### src/rtl/core/kmdr_pkg.sv
// Package for the key matrix debounce and report unit.
// Holds field widths, constants, request codes and the controller/datapath structs.
// No dependencies.
`default_nettype none

package kmdr_pkg;

  localparam int unsigned NUM_ROWS_DEF    = 5;
  localparam int unsigned NUM_COLS_DEF    = 8;
  localparam int unsigned REPORT_KEYS_DEF = 6;

  localparam int unsigned SCAN_W      = 40;
  localparam int unsigned ROW_STRIDE  = 8;
  localparam int unsigned IDX_W       = 6;
  localparam int unsigned BYTE_W      = 8;
  localparam int unsigned SLOTS       = 6;
  localparam int unsigned CNT_W       = 3;
  localparam int unsigned IN_TDATA_W  = 64;
  localparam int unsigned OUT_TDATA_W = 64;

  localparam logic [BYTE_W-1:0] FN_MARK    = 8'hFF;
  localparam logic [BYTE_W-1:0] THRESH_RST = 8'd3;

  localparam logic REQ_SCAN = 1'b0;
  localparam logic REQ_MAP  = 1'b1;

  typedef struct packed {
    logic map_we;
    logic deb_en;
    logic acc_clr;
    logic rd_en;
    logic pass_map;
    logic out_load;
  } kmdr_cmd_t;

  typedef struct packed {
    logic changed;
    logic key_last;
  } kmdr_sts_t;

endpackage

`default_nettype wire

### src/rtl/core/kmdr_datapath.sv
// Datapath: row debounce registers, keymap memory, report accumulators, output register.
// Depends on kmdr_pkg; driven by kmdr_ctrl through kmdr_cmd_t.
`default_nettype none

module kmdr_datapath #(
  parameter int unsigned NUM_ROWS    = kmdr_pkg::NUM_ROWS_DEF,
  parameter int unsigned NUM_COLS    = kmdr_pkg::NUM_COLS_DEF,
  parameter int unsigned REPORT_KEYS = kmdr_pkg::REPORT_KEYS_DEF
) (
  input  wire logic                                          clk_i,
  input  wire logic                                          rst_ni,
  input  wire kmdr_pkg::kmdr_cmd_t                           cmd_i,
  output kmdr_pkg::kmdr_sts_t                                sts_o,
  input  wire logic                                          cfg_we_i,
  input  wire logic [kmdr_pkg::BYTE_W-1:0]                   cfg_wdata_i,
  input  wire logic [kmdr_pkg::SCAN_W-1:0]                   scan_bits_i,
  input  wire logic                                          map_layer_i,
  input  wire logic [kmdr_pkg::IDX_W-1:0]                    map_index_i,
  input  wire logic [kmdr_pkg::BYTE_W-1:0]                   map_modifier_i,
  input  wire logic [kmdr_pkg::BYTE_W-1:0]                   map_code_i,
  output logic [kmdr_pkg::BYTE_W-1:0]                        modifier_byte_o,
  output logic [kmdr_pkg::SLOTS-1:0][kmdr_pkg::BYTE_W-1:0]   key_codes_o,
  output logic [kmdr_pkg::CNT_W-1:0]                         codes_reported_o
);
  import kmdr_pkg::*;

  localparam int unsigned KEYS  = NUM_ROWS * NUM_COLS;
  localparam int unsigned KEY_W = (KEYS > 1) ? $clog2(KEYS) : 1;
  localparam int unsigned ADDR_W = KEY_W + 1;
  localparam int unsigned DEPTH = 2 ** ADDR_W;
  localparam int unsigned ENTRY_W = 2 * BYTE_W;

  logic [BYTE_W-1:0]   thr_q;
  logic [NUM_COLS-1:0] stable_q [NUM_ROWS];
  logic [NUM_COLS-1:0] stable_d [NUM_ROWS];
  logic [NUM_COLS-1:0] cand_q   [NUM_ROWS];
  logic [NUM_COLS-1:0] cand_d   [NUM_ROWS];
  logic [BYTE_W-1:0]   agree_q  [NUM_ROWS];
  logic [BYTE_W-1:0]   agree_d  [NUM_ROWS];
  logic [NUM_COLS-1:0] raw_row  [NUM_ROWS];
  logic [KEYS-1:0]     stable_keys;
  logic                changed;

  logic [ENTRY_W-1:0]  keymap_mem [DEPTH];
  logic [ENTRY_W-1:0]  rdata_q;
  logic [ADDR_W-1:0]   raddr;
  logic [ADDR_W-1:0]   waddr;
  logic                map_in_range;

  logic [KEY_W-1:0]    key_q;
  logic                key_last;
  logic                rd_vld_q;
  logic                press_q;
  logic                pass_q;

  logic                           fn_q;
  logic [BYTE_W-1:0]              mod_q;
  logic [CNT_W-1:0]               filled_q;
  logic [SLOTS-1:0][BYTE_W-1:0]   codes_q;
  logic [BYTE_W-1:0]              rd_mod;
  logic [BYTE_W-1:0]              rd_code;

  always_ff @(posedge clk_i or negedge rst_ni) begin
    if (!rst_ni) begin
      thr_q <= THRESH_RST;
    end else if (cfg_we_i) begin
      thr_q <= cfg_wdata_i;
    end
  end

  always_comb begin
    for (int r = 0; r < NUM_ROWS; r++) begin
      raw_row[r] = '0;
      for (int c = 0; c < NUM_COLS; c++) begin
        if (r * ROW_STRIDE + c < SCAN_W) begin
          raw_row[r][c] = scan_bits_i[r * ROW_STRIDE + c];
        end
      end
    end
  end

  always_comb begin
    changed = 1'b0;
    for (int r = 0; r < NUM_ROWS; r++) begin
      stable_d[r] = stable_q[r];
      cand_d[r]   = cand_q[r];
      agree_d[r]  = agree_q[r];
      if (raw_row[r] == cand_q[r]) begin
        if (agree_q[r] < thr_q) begin
          agree_d[r] = agree_q[r] + 8'd1;
        end
        if (agree_d[r] >= thr_q && stable_q[r] != raw_row[r]) begin
          stable_d[r] = raw_row[r];
          changed     = 1'b1;
        end
      end else begin
        cand_d[r]  = raw_row[r];
        agree_d[r] = '0;
      end
    end
  end

  always_ff @(posedge clk_i or negedge rst_ni) begin
    if (!rst_ni) begin
      for (int r = 0; r < NUM_ROWS; r++) begin
        stable_q[r] <= '0;
        cand_q[r]   <= '0;
        agree_q[r]  <= '0;
      end
    end else if (cmd_i.deb_en) begin
      for (int r = 0; r < NUM_ROWS; r++) begin
        stable_q[r] <= stable_d[r];
        cand_q[r]   <= cand_d[r];
        agree_q[r]  <= agree_d[r];
      end
    end
  end

  always_comb begin
    for (int r = 0; r < NUM_ROWS; r++) begin
      for (int c = 0; c < NUM_COLS; c++) begin
        stable_keys[r * NUM_COLS + c] = stable_q[r][c];
      end
    end
  end

  assign map_in_range = {1'b0, map_index_i} < (IDX_W + 1)'(KEYS);
  assign waddr        = {map_layer_i, map_index_i[KEY_W-1:0]};
  assign raddr        = {cmd_i.pass_map & fn_q, key_q};
  assign key_last     = key_q == KEY_W'(KEYS - 1);

  always_ff @(posedge clk_i) begin
    if (cmd_i.map_we && map_in_range) begin
      keymap_mem[waddr] <= {map_modifier_i, map_code_i};
    end
  end

  always_ff @(posedge clk_i) begin
    if (cmd_i.rd_en) begin
      rdata_q <= keymap_mem[raddr];
      press_q <= stable_keys[key_q];
      pass_q  <= cmd_i.pass_map;
    end
  end

  always_ff @(posedge clk_i or negedge rst_ni) begin
    if (!rst_ni) begin
      key_q    <= '0;
      rd_vld_q <= 1'b0;
    end else begin
      rd_vld_q <= cmd_i.rd_en;
      if (cmd_i.rd_en) begin
        key_q <= key_last ? '0 : key_q + KEY_W'(1);
      end
    end
  end

  assign rd_mod  = rdata_q[ENTRY_W-1:BYTE_W];
  assign rd_code = rdata_q[BYTE_W-1:0];

  always_ff @(posedge clk_i or negedge rst_ni) begin
    if (!rst_ni) begin
      fn_q     <= 1'b0;
      mod_q    <= '0;
      filled_q <= '0;
      codes_q  <= '0;
    end else if (cmd_i.acc_clr) begin
      fn_q     <= 1'b0;
      mod_q    <= '0;
      filled_q <= '0;
      codes_q  <= '0;
    end else if (rd_vld_q && press_q) begin
      if (!pass_q) begin
        if (rd_mod == FN_MARK && rd_code == '0) begin
          fn_q <= 1'b1;
        end
      end else begin
        if (rd_mod != FN_MARK) begin
          mod_q <= mod_q + rd_mod;
        end
        if (filled_q < CNT_W'(REPORT_KEYS) && rd_code != '0) begin
          for (int i = 0; i < SLOTS; i++) begin
            if (filled_q == CNT_W'(i)) begin
              codes_q[i] <= rd_code;
            end
          end
          filled_q <= filled_q + CNT_W'(1);
        end
      end
    end
  end

  always_ff @(posedge clk_i) begin
    if (cmd_i.out_load) begin
      modifier_byte_o  <= mod_q;
      key_codes_o      <= codes_q;
      codes_reported_o <= filled_q;
    end
  end

  assign sts_o.changed  = changed;
  assign sts_o.key_last = key_last;

endmodule

`default_nettype wire

### src/rtl/core/kmdr_ctrl.sv
// Controller state machine: request handshake, two keymap passes, result handshake.
// Depends on kmdr_pkg; commands kmdr_datapath.
`default_nettype none

module kmdr_ctrl (
  input  wire logic                 clk_i,
  input  wire logic                 rst_ni,
  input  wire logic                 in_valid_i,
  output logic                      in_ready_o,
  input  wire logic                 req_type_i,
  output logic                      out_valid_o,
  input  wire logic                 out_ready_i,
  output kmdr_pkg::kmdr_cmd_t       cmd_o,
  input  wire kmdr_pkg::kmdr_sts_t  sts_i
);
  import kmdr_pkg::*;

  localparam logic [2:0] ST_IDLE    = 3'd0;
  localparam logic [2:0] ST_FN      = 3'd1;
  localparam logic [2:0] ST_FN_END  = 3'd2;
  localparam logic [2:0] ST_MAP     = 3'd3;
  localparam logic [2:0] ST_MAP_END = 3'd4;
  localparam logic [2:0] ST_REPORT  = 3'd5;

  logic [2:0] state_q;
  logic [2:0] state_d;
  logic       out_vld_q;
  logic       accept;

  assign in_ready_o  = state_q == ST_IDLE;
  assign accept      = in_valid_i && in_ready_o;
  assign out_valid_o = out_vld_q;

  always_comb begin
    state_d = state_q;
    cmd_o   = '0;
    case (state_q)
      ST_IDLE: begin
        if (accept) begin
          if (req_type_i == REQ_MAP) begin
            cmd_o.map_we = 1'b1;
          end else begin
            cmd_o.deb_en  = 1'b1;
            cmd_o.acc_clr = 1'b1;
            if (sts_i.changed) begin
              state_d = ST_FN;
            end
          end
        end
      end
      ST_FN: begin
        cmd_o.rd_en = 1'b1;
        if (sts_i.key_last) begin
          state_d = ST_FN_END;
        end
      end
      ST_FN_END: begin
        state_d = ST_MAP;
      end
      ST_MAP: begin
        cmd_o.rd_en    = 1'b1;
        cmd_o.pass_map = 1'b1;
        if (sts_i.key_last) begin
          state_d = ST_MAP_END;
        end
      end
      ST_MAP_END: begin
        state_d = ST_REPORT;
      end
      ST_REPORT: begin
        if (!out_vld_q || out_ready_i) begin
          cmd_o.out_load = 1'b1;
          state_d        = ST_IDLE;
        end
      end
      default: begin
        state_d = ST_IDLE;
      end
    endcase
  end

  always_ff @(posedge clk_i or negedge rst_ni) begin
    if (!rst_ni) begin
      state_q   <= ST_IDLE;
      out_vld_q <= 1'b0;
    end else begin
      state_q <= state_d;
      if (cmd_o.out_load) begin
        out_vld_q <= 1'b1;
      end else if (out_ready_i) begin
        out_vld_q <= 1'b0;
      end
    end
  end

endmodule

`default_nettype wire

### src/rtl/core/key_matrix_debounce_report_unit.sv
// Top level of the key matrix debounce and keyboard report unit.
// Depends on kmdr_pkg, kmdr_ctrl and kmdr_datapath.
`default_nettype none

// Takes scan ticks (tuser 0) and keymap writes (tuser 1) one at a time. A keymap
// write or a scan tick that changes no debounced row leaves the unit idle. A scan
// tick that changes a debounced row walks the keymap memory twice through its
// single read port, one key per cycle, once to find a held Fn key and once to build
// the report. The report is then loaded into the output register and the unit
// returns to idle; a report still held unaccepted in the output register stalls
// that load. A finished report waits in the output register while the next
// request is taken. The keymap has no reset; load every entry that a pressed key
// can reach before scanning.
module key_matrix_debounce_report_unit #(
  parameter int unsigned NUM_ROWS    = kmdr_pkg::NUM_ROWS_DEF,
  parameter int unsigned NUM_COLS    = kmdr_pkg::NUM_COLS_DEF,
  parameter int unsigned REPORT_KEYS = kmdr_pkg::REPORT_KEYS_DEF
) (
  input  wire logic                                clk_i,
  input  wire logic                                rst_ni,
  input  wire logic                                cfg_we_i,
  input  wire logic [kmdr_pkg::BYTE_W-1:0]         cfg_wdata_i,
  input  wire logic                                s_axis_tvalid,
  output logic                                     s_axis_tready,
  // scan_bits[39:0], map_layer[40], map_index[46:41], map_modifier[54:47],
  // map_code[62:55], zero[63]
  input  wire logic [kmdr_pkg::IN_TDATA_W-1:0]     s_axis_tdata,
  // req_type[0]
  input  wire logic                                s_axis_tuser,
  output logic                                     m_axis_tvalid,
  input  wire logic                                m_axis_tready,
  // modifier_byte[7:0], key_code_a[15:8] .. key_code_f[55:48],
  // codes_reported[58:56], zero[63:59]
  output logic [kmdr_pkg::OUT_TDATA_W-1:0]         m_axis_tdata
);
  import kmdr_pkg::*;

  kmdr_cmd_t                   cmd;
  kmdr_sts_t                   sts;
  logic [BYTE_W-1:0]           modifier_byte;
  logic [SLOTS-1:0][BYTE_W-1:0] key_codes;
  logic [CNT_W-1:0]            codes_reported;

  kmdr_ctrl u_ctrl (
    .clk_i       (clk_i),
    .rst_ni      (rst_ni),
    .in_valid_i  (s_axis_tvalid),
    .in_ready_o  (s_axis_tready),
    .req_type_i  (s_axis_tuser),
    .out_valid_o (m_axis_tvalid),
    .out_ready_i (m_axis_tready),
    .cmd_o       (cmd),
    .sts_i       (sts)
  );

  kmdr_datapath #(
    .NUM_ROWS    (NUM_ROWS),
    .NUM_COLS    (NUM_COLS),
    .REPORT_KEYS (REPORT_KEYS)
  ) u_datapath (
    .clk_i            (clk_i),
    .rst_ni           (rst_ni),
    .cmd_i            (cmd),
    .sts_o            (sts),
    .cfg_we_i         (cfg_we_i),
    .cfg_wdata_i      (cfg_wdata_i),
    .scan_bits_i      (s_axis_tdata[39:0]),
    .map_layer_i      (s_axis_tdata[40]),
    .map_index_i      (s_axis_tdata[46:41]),
    .map_modifier_i   (s_axis_tdata[54:47]),
    .map_code_i       (s_axis_tdata[62:55]),
    .modifier_byte_o  (modifier_byte),
    .key_codes_o      (key_codes),
    .codes_reported_o (codes_reported)
  );

  assign m_axis_tdata = {5'b0, codes_reported, key_codes, modifier_byte};

  a_count_bound: assert property (@(posedge clk_i) disable iff (!rst_ni)
    m_axis_tvalid |-> m_axis_tdata[58:56] <= CNT_W'(REPORT_KEYS))
    else $error("report count exceeds slot limit");

  a_empty_slots: assert property (@(posedge clk_i) disable iff (!rst_ni)
    (m_axis_tvalid && m_axis_tdata[58:56] == '0) |-> m_axis_tdata[55:8] == '0)
    else $error("empty report carries key codes");

  a_quiet_scan: assert property (@(posedge clk_i) disable iff (!rst_ni)
    (s_axis_tvalid && s_axis_tready && s_axis_tuser == REQ_SCAN && !sts.changed)
      |=> s_axis_tready)
    else $error("scan without stable change left the unit busy");

  a_map_write: assert property (@(posedge clk_i) disable iff (!rst_ni)
    (s_axis_tvalid && s_axis_tready && s_axis_tuser == REQ_MAP) |=> s_axis_tready)
    else $error("keymap write left the unit busy");

endmodule

`default_nettype wire
### config.mk
export PLATFORM = sky130hd
export DESIGN_NAME = key_matrix_debounce_report_unit
export DESIGN_NICKNAME = d
export VERILOG_FILES = /design/src/rtl/core/kmdr_pkg.sv /design/src/rtl/core/kmdr_datapath.sv /design/src/rtl/core/kmdr_ctrl.sv /design/src/rtl/core/key_matrix_debounce_report_unit.sv
export SDC_FILE = /design/constraint.sdc
export NUM_CORES = 2
export LEC_CHECK = 0
export ABC_AREA = 1
export BUFFER_PORTS_ARGS = -buffer_cell sky130_fd_sc_hd__buf_2
export CAP_MARGIN = 0
export CORE_MARGIN = 3
export CORE_UTILIZATION = 52
export CTS_BUF_LIST = sky130_fd_sc_hd__clkbuf_8
export DETAILED_ROUTE_END_ITERATION = 7
export HOLD_SLACK_MARGIN = 0.1
export MAX_ROUTING_LAYER = met4
export PLACE_DENSITY_LB_ADDON = 0.3
export SYNTH_ARGS = -nofsm -noshare
export SYNTH_HDL_FRONTEND = slang
export SYNTH_HIERARCHICAL = 1
export SYNTH_SLANG_ARGS = --single-unit
### constraint.sdc
create_clock -name clk_i -period 5.1 [get_ports clk_i]
set_clock_uncertainty 0.05 [all_clocks]
set_input_delay 0.51 -clock clk_i [delete_from_list [all_inputs] [get_ports clk_i]]
set_output_delay 0.51 -clock clk_i [all_outputs]
set_load 0.005 [all_outputs]
# Word level (Yosys, flattened, before mapping)
# Memory sizes are Yosys's and may differ from the RTL's. A register that Yosys moved wholly into a read port is not among the register bits.
# Cells that the tools add are included.
classes:
  n_lt_le_gt_ge: 13
  n_reduce_logical: 49
  n_eq_ne: 30
  muxes: 69
  add_sub_neg: 8
  bitwise: 6
op_table:
  columns: ["cell", "count"]
  rows:
  - ["2-to-1 mux 8 bit", 25]
  - ["2-to-1 mux 48 bit", 4]
  - ["adder 8 x 1 -> 8 bit, second input constant", 5]
  - ["== test 8 bit", 5]
  - [">= comparator 8 bit", 5]
  - ["less-than comparator 8 bit", 5]
  - ["!= test 8 bit", 5]
  - ["2-to-1 mux 3 bit", 12]
  - ["2-to-1 mux 1 bit", 24]
  - ["AND reduction 3 bit", 8]
  - ["AND reduction 4 bit", 6]
  - ["nonzero test 2 bit", 12]
  - ["one-hot mux 3 bit (6 select lines)", 1]
  - ["== test 3 x 2 -> 1 bit, second input constant", 4]
  - ["== test 3 bit, second input constant", 4]
  - ["logical AND 1 bit", 10]
  - ["AND reduction 2 bit", 5]
  - ["adder 8 bit", 1]
  - ["== test 8 bit, second input constant", 1]
  - ["zero test 8 bit", 1]
  - ["!= test 2 x 1 -> 1 bit, second input constant", 4]
  - ["!= test 8 bit, second input constant", 1]
  - ["nonzero test 8 bit", 1]
  - ["less-than comparator 6 x 7 -> 1 bit, second input constant", 1]
  - ["17 further kinds", 25]
totals:
  out_inout_bits: 66
  n_memories: 1
  input_bits: 78
  regBits: 260
  elab_cells: 215
  ramBits: 2048
mem_list:
  columns: ["name", "depth", "width", "read_ports", "rd_clocked_by_memory_dff", "write_ports", "line", "text"]
  rows:
  - ["u_datapath.keymap_mem", 128, 16, 1, 1, 1, "kmdr_datapath.sv:44", "logic [ENTRY_W-1:0] keymap_mem [DEPTH];"]

# Longest topological paths before layout
logic_depth:
  ltp_word: 19
  depth_mapped: 29
  ltp_nobuf: 28

# By module
# The synthesis kept the hierarchy.
modules_own_cells:
  columns: ["module", "area_each_um2", "cells_per_inst", "n_inst"]
  rows:
  - ["kmdr_datapath", 97262.0, 8551, 1]
  - ["kmdr_ctrl", 297.8, 44, 1]
  - ["key_matrix_debounce_report_unit", 41.3, 6, 1]

# Least setup slack after synthesis
# No wires, ideal clock.
synth_path:
  path_kind: "register to register"
  start: "register u_ctrl.state_q[0]"
  end: "register u_datapath/codes_reported_o[0] (netlist name) (enable)"
  path_stages_with_launch: 5
  setup_time_ns: 0.476
  path_slack_ns: 1.472
  period_less_slack_ns: 3.628
  t_arrival_ns: 3.102
  cell_sequence: "dfrtp_1 > inv_2 > nor2_2 > nand2_1 > nor2_1"
synth_lines:
  columns: ["element", "line", "text"]
  rows:
  - ["start, declared", "kmdr_ctrl.sv:25", "logic [2:0] state_q;"]
  - ["start signal, assigned", "kmdr_ctrl.sv:87", "state_q <= state_d;"]
  - ["end signal, assigned", "kmdr_datapath.sv:197", "codes_reported_o <= filled_q;"]
  - ["end, declared", "kmdr_datapath.sv:23", "output logic [kmdr_pkg::CNT_W-1:0] codes_reported_o"]

==> run summary <==
run status: complete, no violations
worst hold slack: 0.245 ns
post-synth top area share: 65.4%
Ports: 144
maximum vdd drop: 0.323 mV
DRT Pass-1 Iters: 6
Crit path required time: 6.00 ns
Final setup violation count: 0
initial DRC count: 6912
H-Tree Depth: 5
CTS clock-pin slew for the worst setup and hold paths: 0.06 ns
Final Critical Period: 4.75 ns
synthesized area: 0.0976 sq mm
Setup crit end kind: flip-flop
Post-CTS Setup Repair Bufs: 0
Netlist cell types: 55
Reg2Reg Capture Point: u_ctrl/state_q[1]
kind of critical path: reg -> reg
most frequent cells in the layout: nand2_1 (2604), edfxtp_1 (2125), nand3_1 (1899)
Hold Path Depth: 4
Top FF cell, synth: edfxtp_1
gpl congestion: 0.873
leading area contributor after synthesis: edfxtp_1
Leakage: 0.0442 uW
Residual DRC: 0
via count: 67200
R2R setup slack: 0.35 ns
Area Growth Syn to Fin: 14.3%
DRT antenna net count: 0
worst hold path startpoint: s_axis_tdata[22]
Final Max Slew Viols: 0
overall global routing resource usage: 25.6%
number of flops mapped to enable cells by yosys: 2125
Highest Signal Layer: met4
HP Class: in -> reg
grt total ovfl: 0
largest net degree at the start of global routing: 191
worst path arrival time: 5.65 ns
Core Region: 0.186 sq mm
Die X: 439 microns
#FFs+latches synth: 2324
Worst Reg-to-Reg Cells: 23
die height: 439 microns
initial core utilization: 52.5%
Buffers on Ports: 137
WL met1: 95.2 mm
final net count: 9880
reg-to-reg startpoint: u_datapath/thr_q[7]
worst hold endpoint: u_datapath/stable_keys[22]
PwrDens: 355 mW/mm^2
vias in the first global route: 65100
post-detail-place hpwl: 136 mm
Least-Margin Pin Slew: 1.14 ns
Max Cap Viol: 0
TritonCTS clock tree: done
DR WL/cell: 19.4 microns
Layout Utilization: 60.0%
fmax: 210 MHz
Met3 Wirelength: 20.1 mm
initial antenna violation count: 6
TritonCTS buffer count: 382
Rel. slew slack: 24.0%
Async S/R FF share, synth: 8.56%
RSZ-0062 raised after global routing: false
Syn Inst Count: 8601
Final period util: 93.2%
crit-path max FO: 9
Avg Vias per Cell: 5.39
Die Area: 0.193 sq mm
met2 WL: 116 mm
synth top area cells: edfxtp_1 (65%), nand2_1 (10%), nand3_1 (9.7%)
YS warnings: 6
clk_lat worst skew: 1.06 ns
share of layout cells above drive strength 1: 8.91%
sequential share of the synthesized area: 70.5%
first-pass GRT wire length: 370 mm
syn avg cell area: 11.3 sq um
Hold Vio Cnt, Final: 0
CTS Buffer Depth: 4
FP Rows: 158
Routed WL: 242 mm
clock tree root buffer cell: clkbuf_8
FILL cells: 14800
clock sink count: 2324
critical path launch point type: flip-flop
setup_tns: 0 ns
commonest non-fill, non-tap cell in the layout: nand2_1
==> critical path, cell delays in order, from the launching register on <==
cell	delay, ns
dfrtp_1	0.36
inv_1	0.32
buf_4	0.24
ha_1	0.26
nand2_1	0.10
nor2_1	0.06
a211oi_2	0.49
nand2_1	0.33
nand2_1	0.11
and2_1	0.16
ha_1	0.25
a21oi_1	0.14
o21ai_0	0.09
nand2_1	0.07
o2111ai_1	0.26
nand4_1	0.20
nand3_1	0.15
nand2_1	0.10
inv_1	0.05
nand2_1	0.05
dlygate4sd3_1	0.57
nand2_2	0.07
nand4_1	0.07
nand2_1	0.06
==> cells by family after synthesis <==
group / share of synthesized area (%)
mux: 0.0923
simple gates: 21.7
compound gates: 1.96
flops: 70.5
fa+ha+maj: 1.21
xor+xnor: 0.763
buf+inv: 3.74
other cells: 0.00769
==> stage by stage <==
step           power (uW)  area [sq um]  setup WS, ns  cells
2_1_floorplan       24400        100000          1.47   9372
3_3_place_gp        25400        104000         0.972  11700
3_5_place_dp        25500        104000         0.945  11700
4_1_cts             40000        112000         0.379  12500
5_1_grt             41400        112000        0.0375  12500
6_report            39600        112000         0.345  12500
==> sequential cells by signal, indices dropped and copies added (netlist names) <==
register / flops
u_datapath/keymap_mem: 2048
u_datapath/stable_keys: 40
u_datapath/key_codes_o: 48
u_datapath/filled_q: 3
u_datapath/fn_q: 1
u_datapath/rdata_q: 16
u_datapath/mod_q: 8
u_ctrl/out_valid_o: 1
u_ctrl/state_q: 3
u_datapath/agree_q: 40
u_datapath/key_q: 6
u_datapath/press_q: 1
u_datapath/cand_q: 40
u_datapath/pass_q: 1
u_datapath/modifier_byte_o: 8
u_datapath/codes_reported_o: 3
u_datapath/rd_vld_q: 1
u_datapath/thr_q: 8
u_datapath/codes_q: 48
==> cells in the mapped netlist, types with 2 or more instances <==
cell type,instances
edfxtp_1,2125
or2_2,21
o21ai_1,22
clkbuf_1,101
inv_1,322
mux2_2,8
nand2_2,3
dfstp_2,2
and2_1,4
nor2_2,4
nand2_1,2604
nor4_1,2
a211oi_1,3
buf_4,46
o21ai_2,3
a211oi_2,5
nor2_1,299
clkinv_1,2
nand3_1,1899
nand4_1,42
inv_2,9
o21ai_0,237
o31ai_4,4
buf_2,260
nand3b_1,8
o21a_1,3
ha_1,93
o221ai_1,2
a22o_1,2
buf_6,9
nor2_4,5
o22ai_1,14
nand3_2,6
dfrtp_1,197
o211ai_1,5
a21oi_1,40
conb_1,2
xnor2_1,24
xor2_1,61
nor3_1,16
or2_1,2
buf_1,72
==> repair_timing <==
item / CTS / global route
hold buffers: 100 / 0
gates resized for setup: 0 / 0
hold endpoints to repair: 1479 / 0
==> per-layer routing <==
layer  GRT usage (%)  vias up
li1                -    31500
met1            32.3    32500
met2            40.7     2784
met3            5.01      518
met4            10.9        0
met5               -        -
==> layout make-up <==
type	count	area, sq um	share of cell area (%)
multi-input combinational	6226	28100	25.2
antenna	8	20.0	0.0179
tap	2480	3100	2.78
clock inverter	270	1200	1.07
timing repair buffer	440	3640	3.26
inverter	334	1280	1.15
clock buffer	394	5420	4.86
sequential	2324	68800	61.7
==> how the worst max path moves through the flow <==
stage	from	end	cells past startpoint
6_report	u_datapath/thr_q[7]	u_ctrl/state_q[1]	23
5_1_grt	u_datapath/thr_q[7]	u_ctrl/state_q[1]	23
4_1_cts	u_datapath/thr_q[1]	u_ctrl/state_q[1]	28
3_5_place_dp	u_datapath/thr_q[1]	u_ctrl/state_q[0]	25
3_3_place_gp	u_datapath/thr_q[1]	u_ctrl/state_q[1]	27
2_1_floorplan	u_ctrl/state_q[0]	u_datapath/codes_reported_o[0]	4
==> power breakdown <==
part / internal, uW / total [uW] / leakage [uW] / switching (uW)
combinational: 1030 / 3470 / 0.0180 / 2430
sequential: 21500 / 21800 / 0.0223 / 238
clock: 7270 / 14400 / 0.00390 / 7140
total: 29800 / 39600 / 0.0442 / 9810
Note: power is estimated with default switching activity, not from simulation.
